File: config.mk
export PLATFORM = sky130hd
export DESIGN_NAME = vbw_update
export DESIGN_NICKNAME = d
export VERILOG_FILES = /design/src/rtl/vbw_pkg.sv /design/src/rtl/vbw_update.sv
export SDC_FILE = /design/constraint.sdc
export NUM_CORES = 1
export LEC_CHECK = 0
export ABC_AREA = 0
export BUFFER_PORTS_ARGS = -buffer_cell sky130_fd_sc_hd__buf_2
export CAP_MARGIN = 10
export CORE_MARGIN = 8
export CORE_UTILIZATION = 49
export DETAILED_ROUTE_END_ITERATION = 7
export PLACE_DENSITY = 0.9
export SLEW_MARGIN = 20
export SYNTH_ARGS = -nofsm -noshare
export SYNTH_HDL_FRONTEND = slang
export SYNTH_SLANG_ARGS = --single-unit
File: constraint.sdc
create_clock -name vclk -period 20.1
set_input_delay 2.01 -clock vclk [all_inputs]
set_output_delay 2.01 -clock vclk [all_outputs]
set_load 0.05 [all_outputs]
File: src/rtl/vbw_pkg.sv
`default_nettype none
// ----------------------------------------------------------------------------
// vbw_pkg
// Shared widths, defaults, action codes and entry layout helpers for the
// vertex bone weight table.
// ----------------------------------------------------------------------------
package vbw_pkg;

    localparam int VERTEX_COUNT_DEF = 4096;
    localparam int SLOTS_DEF        = 4;

    localparam int VID_W      = 12;
    localparam int BONE_W     = 8;
    localparam int WEIGHT_W   = 16;
    localparam int COUNT_O_W  = 3;
    localparam int OUT_SLOTS  = 4;

    typedef enum logic {
        ACT_ADD  = 1'b0,
        ACT_READ = 1'b1
    } action_t;

    // fill count field width for a given slot count
    function automatic int cnt_w(input int slots);
        return $clog2(slots + 1);
    endfunction

    // packed entry: count, then bones, then weights
    function automatic int entry_w(input int slots);
        return cnt_w(slots) + slots * (BONE_W + WEIGHT_W);
    endfunction

endpackage

`default_nettype wire

File: src/rtl/vbw_update.sv
`default_nettype none
// ----------------------------------------------------------------------------
// vbw_update
// Slot update of one vertex entry: fill the next free slot, or replace the
// weakest slot (lowest index on ties) when the new weight is strictly larger.
// ----------------------------------------------------------------------------
module vbw_update #(
    parameter int SLOTS   = vbw_pkg::SLOTS_DEF,
    parameter int ENTRY_W = vbw_pkg::entry_w(vbw_pkg::SLOTS_DEF)
) (
    input  wire logic [ENTRY_W-1:0]           entry_in,
    input  wire logic [vbw_pkg::BONE_W-1:0]   bone,
    input  wire logic [vbw_pkg::WEIGHT_W-1:0] weight,
    output logic      [ENTRY_W-1:0]           entry_out
);
    import vbw_pkg::*;

    localparam int CNT_W   = cnt_w(SLOTS);
    localparam int SIDX_W  = $clog2(SLOTS);
    localparam int BONE_LSB = CNT_W;
    localparam int WGT_LSB  = CNT_W + SLOTS * BONE_W;

    logic [CNT_W-1:0]                cnt;
    logic [SLOTS-1:0][WEIGHT_W-1:0]  wts;
    logic [SIDX_W-1:0]               low_idx;
    logic [WEIGHT_W-1:0]             low_w;
    logic                            full;

    always_comb begin
        cnt = entry_in[CNT_W-1:0];
        for (int s = 0; s < SLOTS; s++) begin
            wts[s] = entry_in[WGT_LSB + s*WEIGHT_W +: WEIGHT_W];
        end

        // weakest slot, strict compare keeps the lowest index on ties
        low_idx = '0;
        low_w   = wts[0];
        for (int s = 1; s < SLOTS; s++) begin
            if (wts[s] < low_w) begin
                low_idx = SIDX_W'(s);
                low_w   = wts[s];
            end
        end

        full      = (cnt >= CNT_W'(SLOTS));
        entry_out = entry_in;
        if (!full) begin
            for (int s = 0; s < SLOTS; s++) begin
                if (cnt == CNT_W'(s)) begin
                    entry_out[BONE_LSB + s*BONE_W +: BONE_W]   = bone;
                    entry_out[WGT_LSB + s*WEIGHT_W +: WEIGHT_W] = weight;
                end
            end
            entry_out[CNT_W-1:0] = cnt + CNT_W'(1);
        end else if (weight > low_w) begin
            for (int s = 0; s < SLOTS; s++) begin
                if (low_idx == SIDX_W'(s)) begin
                    entry_out[BONE_LSB + s*BONE_W +: BONE_W]   = bone;
                    entry_out[WGT_LSB + s*WEIGHT_W +: WEIGHT_W] = weight;
                end
            end
        end
    end

endmodule

`default_nettype wire
==> flow_summary.html <==
<table>
<tr><th>Metric</th><th>Value</th></tr>
<tr><th colspan="2">Finish</th></tr>
<tr><td>FF/Latch Area</td><td>0 um2</td></tr>
<tr><td>FFs &amp; Latches</td><td>0</td></tr>
<tr><td>Proportion of layout cells with a drive suffix above 1</td><td>50.41%</td></tr>
<tr><td>Filler-free cell count of the finished design</td><td>slightly above 700</td></tr>
<tr><td>Signed area change from the synthesized netlist to the final layout</td><td>33.93%</td></tr>
<tr><td>Post-layout net count</td><td>803</td></tr>
<tr><td>Ant. Diodes</td><td>0</td></tr>
<tr><td>Layout clock buffer count</td><td>0</td></tr>
<tr><th colspan="2">Worst setup path</th></tr>
<tr><td>Critical Path Slowest Stage Cell</td><td>a32oi_2</td></tr>
<tr><td>WS Path Type</td><td>input port to output pin</td></tr>
<tr><td>Critical Path End Type</td><td>output pin</td></tr>
<tr><td>Worst EP arrival</td><td>11.64 ns</td></tr>
<tr><td>Sort of element at the start of the critical path</td><td>input port</td></tr>
<tr><td>Timing endpoint of the critical path</td><td>entry_out[64]</td></tr>
<tr><td>Worst setup path startpoint</td><td>entry_in[50]</td></tr>
<tr><td>Critical-path maximum fanout</td><td>32</td></tr>
<tr><td>Critical Path Max Stage Delay</td><td>0.78 ns</td></tr>
<tr><td>Required time reported for the critical path endpoint</td><td>18.09 ns</td></tr>
<tr><th colspan="2">Power and ir drop</th></tr>
<tr><td>Cell internal power dissipation</td><td>94.37 uW</td></tr>
<tr><td>Peak ir drop on the vdd network</td><td>roughly 34 uV</td></tr>
<tr><td>Net switching power figure</td><td>between 150 and 200 uW</td></tr>
<tr><td>Switching power share of the total</td><td>65.23%</td></tr>
<tr><td>Part of the total power dissipated in the clock network</td><td>0%</td></tr>
<tr><td>Leakage power summed over all cells</td><td>2.482 nW</td></tr>
<tr><td>Pwr/cell area</td><td>around 58 nW/um2</td></tr>
<tr><td>Power share of the sequential group</td><td>0%</td></tr>
<tr><td>Logic pwr share</td><td>100.0%</td></tr>
<tr><th colspan="2">Drt</th></tr>
<tr><td>Violation count after the first detailed-routing iteration</td><td>192</td></tr>
<tr><td>Post-DRT Antenna Nets</td><td>0</td></tr>
<tr><td>Final wirelength</td><td>13840 um</td></tr>
<tr><td>Number of vias in the routed layout</td><td>4044</td></tr>
<tr><td>Routed length per instance</td><td>19.44 um</td></tr>
<tr><td>Detailed Routing Iterations Pass 1</td><td>7</td></tr>
<tr><td>Via/cell ratio</td><td>5.680</td></tr>
<tr><td>Post-detailed-route DRC marker count</td><td>0</td></tr>
<tr><th colspan="2">Floorplan</th></tr>
<tr><td>Die X</td><td>100.7 um</td></tr>
<tr><td>I/O pin count</td><td>222</td></tr>
<tr><td>Starting Density</td><td>49.57%</td></tr>
<tr><td>Die Footprint</td><td>roughly 10000 um2</td></tr>
<tr><td>Height of the die</td><td>100.7 um</td></tr>
<tr><td>Number of cell rows</td><td>31</td></tr>
<tr><td>Floorplan Core Area</td><td>7098 um2</td></tr>
<tr><th colspan="2">Timing</th></tr>
<tr><td>Final Critical Period</td><td>13.65 ns</td></tr>
<tr><td>Transition time at the pin with the least slew margin</td><td>~0.9 ns</td></tr>
<tr><td>Summed negative setup slack over all endpoints</td><td>0 ns</td></tr>
<tr><td>Rel. slew slack</td><td>between 40 and 50%</td></tr>
<tr><td>Final-report setup violation count</td><td>0</td></tr>
<tr><td>Number of pins with negative max-slew slack in the final report</td><td>0</td></tr>
<tr><td>Hold Vio Cnt, Final</td><td>0</td></tr>
<tr><td>Final cycle utilization of the critical path</td><td>67.92%</td></tr>
<tr><td>Highest achievable clock rate</td><td>73.25 MHz</td></tr>
<tr><td>Unrepaired setup endpoints after global routing</td><td>no</td></tr>
<tr><th colspan="2">Global routing</th></tr>
<tr><td>Total global routing overflow</td><td>0</td></tr>
<tr><td>Number of global-route vias before repair</td><td>4294</td></tr>
<tr><td>Pin count of the biggest net entering global routing</td><td>33</td></tr>
<tr><td>Tot GR Track Use</td><td>24.89%</td></tr>
<tr><td>Initial antenna violation count</td><td>0</td></tr>
<tr><td>Wire length of the first global-routing pass</td><td>about 21000 um</td></tr>
<tr><th colspan="2">Job</th></tr>
<tr><td>Reported max-cap violation count</td><td>0</td></tr>
<tr><th colspan="2">Status</th></tr>
<tr><td>Run status</td><td>finished clean</td></tr>
<tr><th colspan="2">Clock network</th></tr>
<tr><td>Setup repair bufs after CTS</td><td>0</td></tr>
<tr><td>CTS Hold Bufs</td><td>0</td></tr>
<tr><td>Number of cells upsized or downsized after cts</td><td>0</td></tr>
<tr><th colspan="2">Placed design</th></tr>
<tr><td># placed instances</td><td>roughly 710</td></tr>
<tr><td>HPWL reported at the end of detailed placement</td><td>12220 um</td></tr>
<tr><td>Final estimated routing congestion in global placement</td><td>0.9519</td></tr>
<tr><td>Number of buffers added on ports</td><td>222</td></tr>
<tr><th colspan="2">Synthesis</th></tr>
<tr><td>Sequential-to-total area share from yosys stat</td><td>0%</td></tr>
<tr><td>Dominant cells by area after synthesis</td><td>ha_1, mux2_2, mux2_1</td></tr>
<tr><td>Fraction of synthesized cell area taken by the top area cell type</td><td>23.12%</td></tr>
<tr><td>Count leader, synth</td><td>ha_1</td></tr>
<tr><td>Cell type contributing the most total cell area after synthesis</td><td>ha_1</td></tr>
<tr><td>Synth cell types</td><td>56</td></tr>
<tr><td>Syn Area/Cell</td><td>8.774 um2</td></tr>
<tr><td>Ys Warns</td><td>0</td></tr>
<tr><td>Synth Cell Area</td><td>3518 um2</td></tr>
<tr><td>Cell count after synthesis</td><td>about 400</td></tr>
<tr><td>Most frequent cells after synthesis</td><td>ha_1, mux2_2, mux2_1</td></tr>
<tr><td>Nets in the synthesized netlist</td><td>589</td></tr>
<tr><th colspan="2">Min path</th></tr>
<tr><td>Kind of path behind the tightest hold check</td><td>input port to output pin</td></tr>
</table>
[area by class of cell]
type	count	area (um2)
tap	99	123.9
fill	593	2386
multi-input combinational	352	3316
timing repair buffer	226	1141
inverter	35	131.4
[stage by stage]
step                util, %  hold WS, ns  total power, mW  instance area (um2)  worst slack (ns)
floorplan                 -        4.242           0.2030                 3518             8.123
global placement      66.28        4.423           0.2613                 4705             6.625
detailed placement    66.28        4.426           0.2683                 4705             6.279
CTS                   66.28        4.428           0.2691                 4705             6.275
global route          66.38        4.452           0.2899                 4712             5.932
finish                66.38        4.425           0.2714                 4712             6.447
[how the worst min path moves through the flow]
stage	from	to	slack, ns	depth (start not counted)
floorplan	bone[7]	entry_out[10]	4.24	1
global placement	entry_in[2]	entry_out[0]	4.42	3
detailed placement	entry_in[2]	entry_out[0]	4.43	3
CTS	entry_in[2]	entry_out[0]	4.43	3
global route	entry_in[0]	entry_out[0]	4.45	3
finish	entry_in[2]	entry_out[0]	4.43	3
[critical path: cells and delay by family]
| kind | cells | cell delay, ns |
|---|---|---|
| compound gates | 15 | 4.38 |
| simple gates | 8 | 2.13 |
| fa+ha+maj | 4 | 1.25 |
| mux | 3 | 1.10 |
| buf+inv | 4 | 0.72 |
[kinds of logic (layout without fill, tap and decap cells)]
kind of cell               count (synthesis)  after routing  share of synthesized area, %
buffers and inverters                     49            261                         6.294
muxes                                    128            128                         42.60
xor gates and xnor gates                   2              2                        0.4980
AOI/OAI and AO/OA                         84             84                         17.21
adders and majority gates                 65             65                         23.12
and+or+nand+nor                           73             73                         10.28
[placed cells by master (no fill, tap or decap), types with 3 or more instances in the layout]
| cell type | n |
|---|---|
| nand2_1 | 14 |
| a21o_1 | 3 |
| o21ai_0 | 13 |
| ha_1 | 65 |
| mux2_4 | 20 |
| nand3_1 | 7 |
| nand4_1 | 8 |
| mux2_1 | 46 |
| nor3_1 | 4 |
| nor2_1 | 25 |
| a21oi_1 | 29 |
| mux2_2 | 48 |
| o21a_1 | 4 |
| o31ai_1 | 3 |
| buf_2 | 222 |
| mux2i_1 | 14 |
| buf_4 | 4 |
| inv_1 | 34 |
[power by group through the flow]
stage	registers, mW	clock network [mW]	logic [mW]
final	0	0	0.271
after global routing	0	0	0.290
after CTS	0	0	0.269
after detailed placement	0	0	0.268
after global placement	0	0	0.261
after floorplan	0	0	0.203
[layer usage]
metal	GRT usage, %	up-vias	routed length, um
li1	-	1946	-
met1	29.99	1893	5488
met2	45.19	182	7007
met3	3.660	23	1113
met4	4.767	0	229
met5	0	-	0
Note: power is estimated with default switching activity, not from simulation.
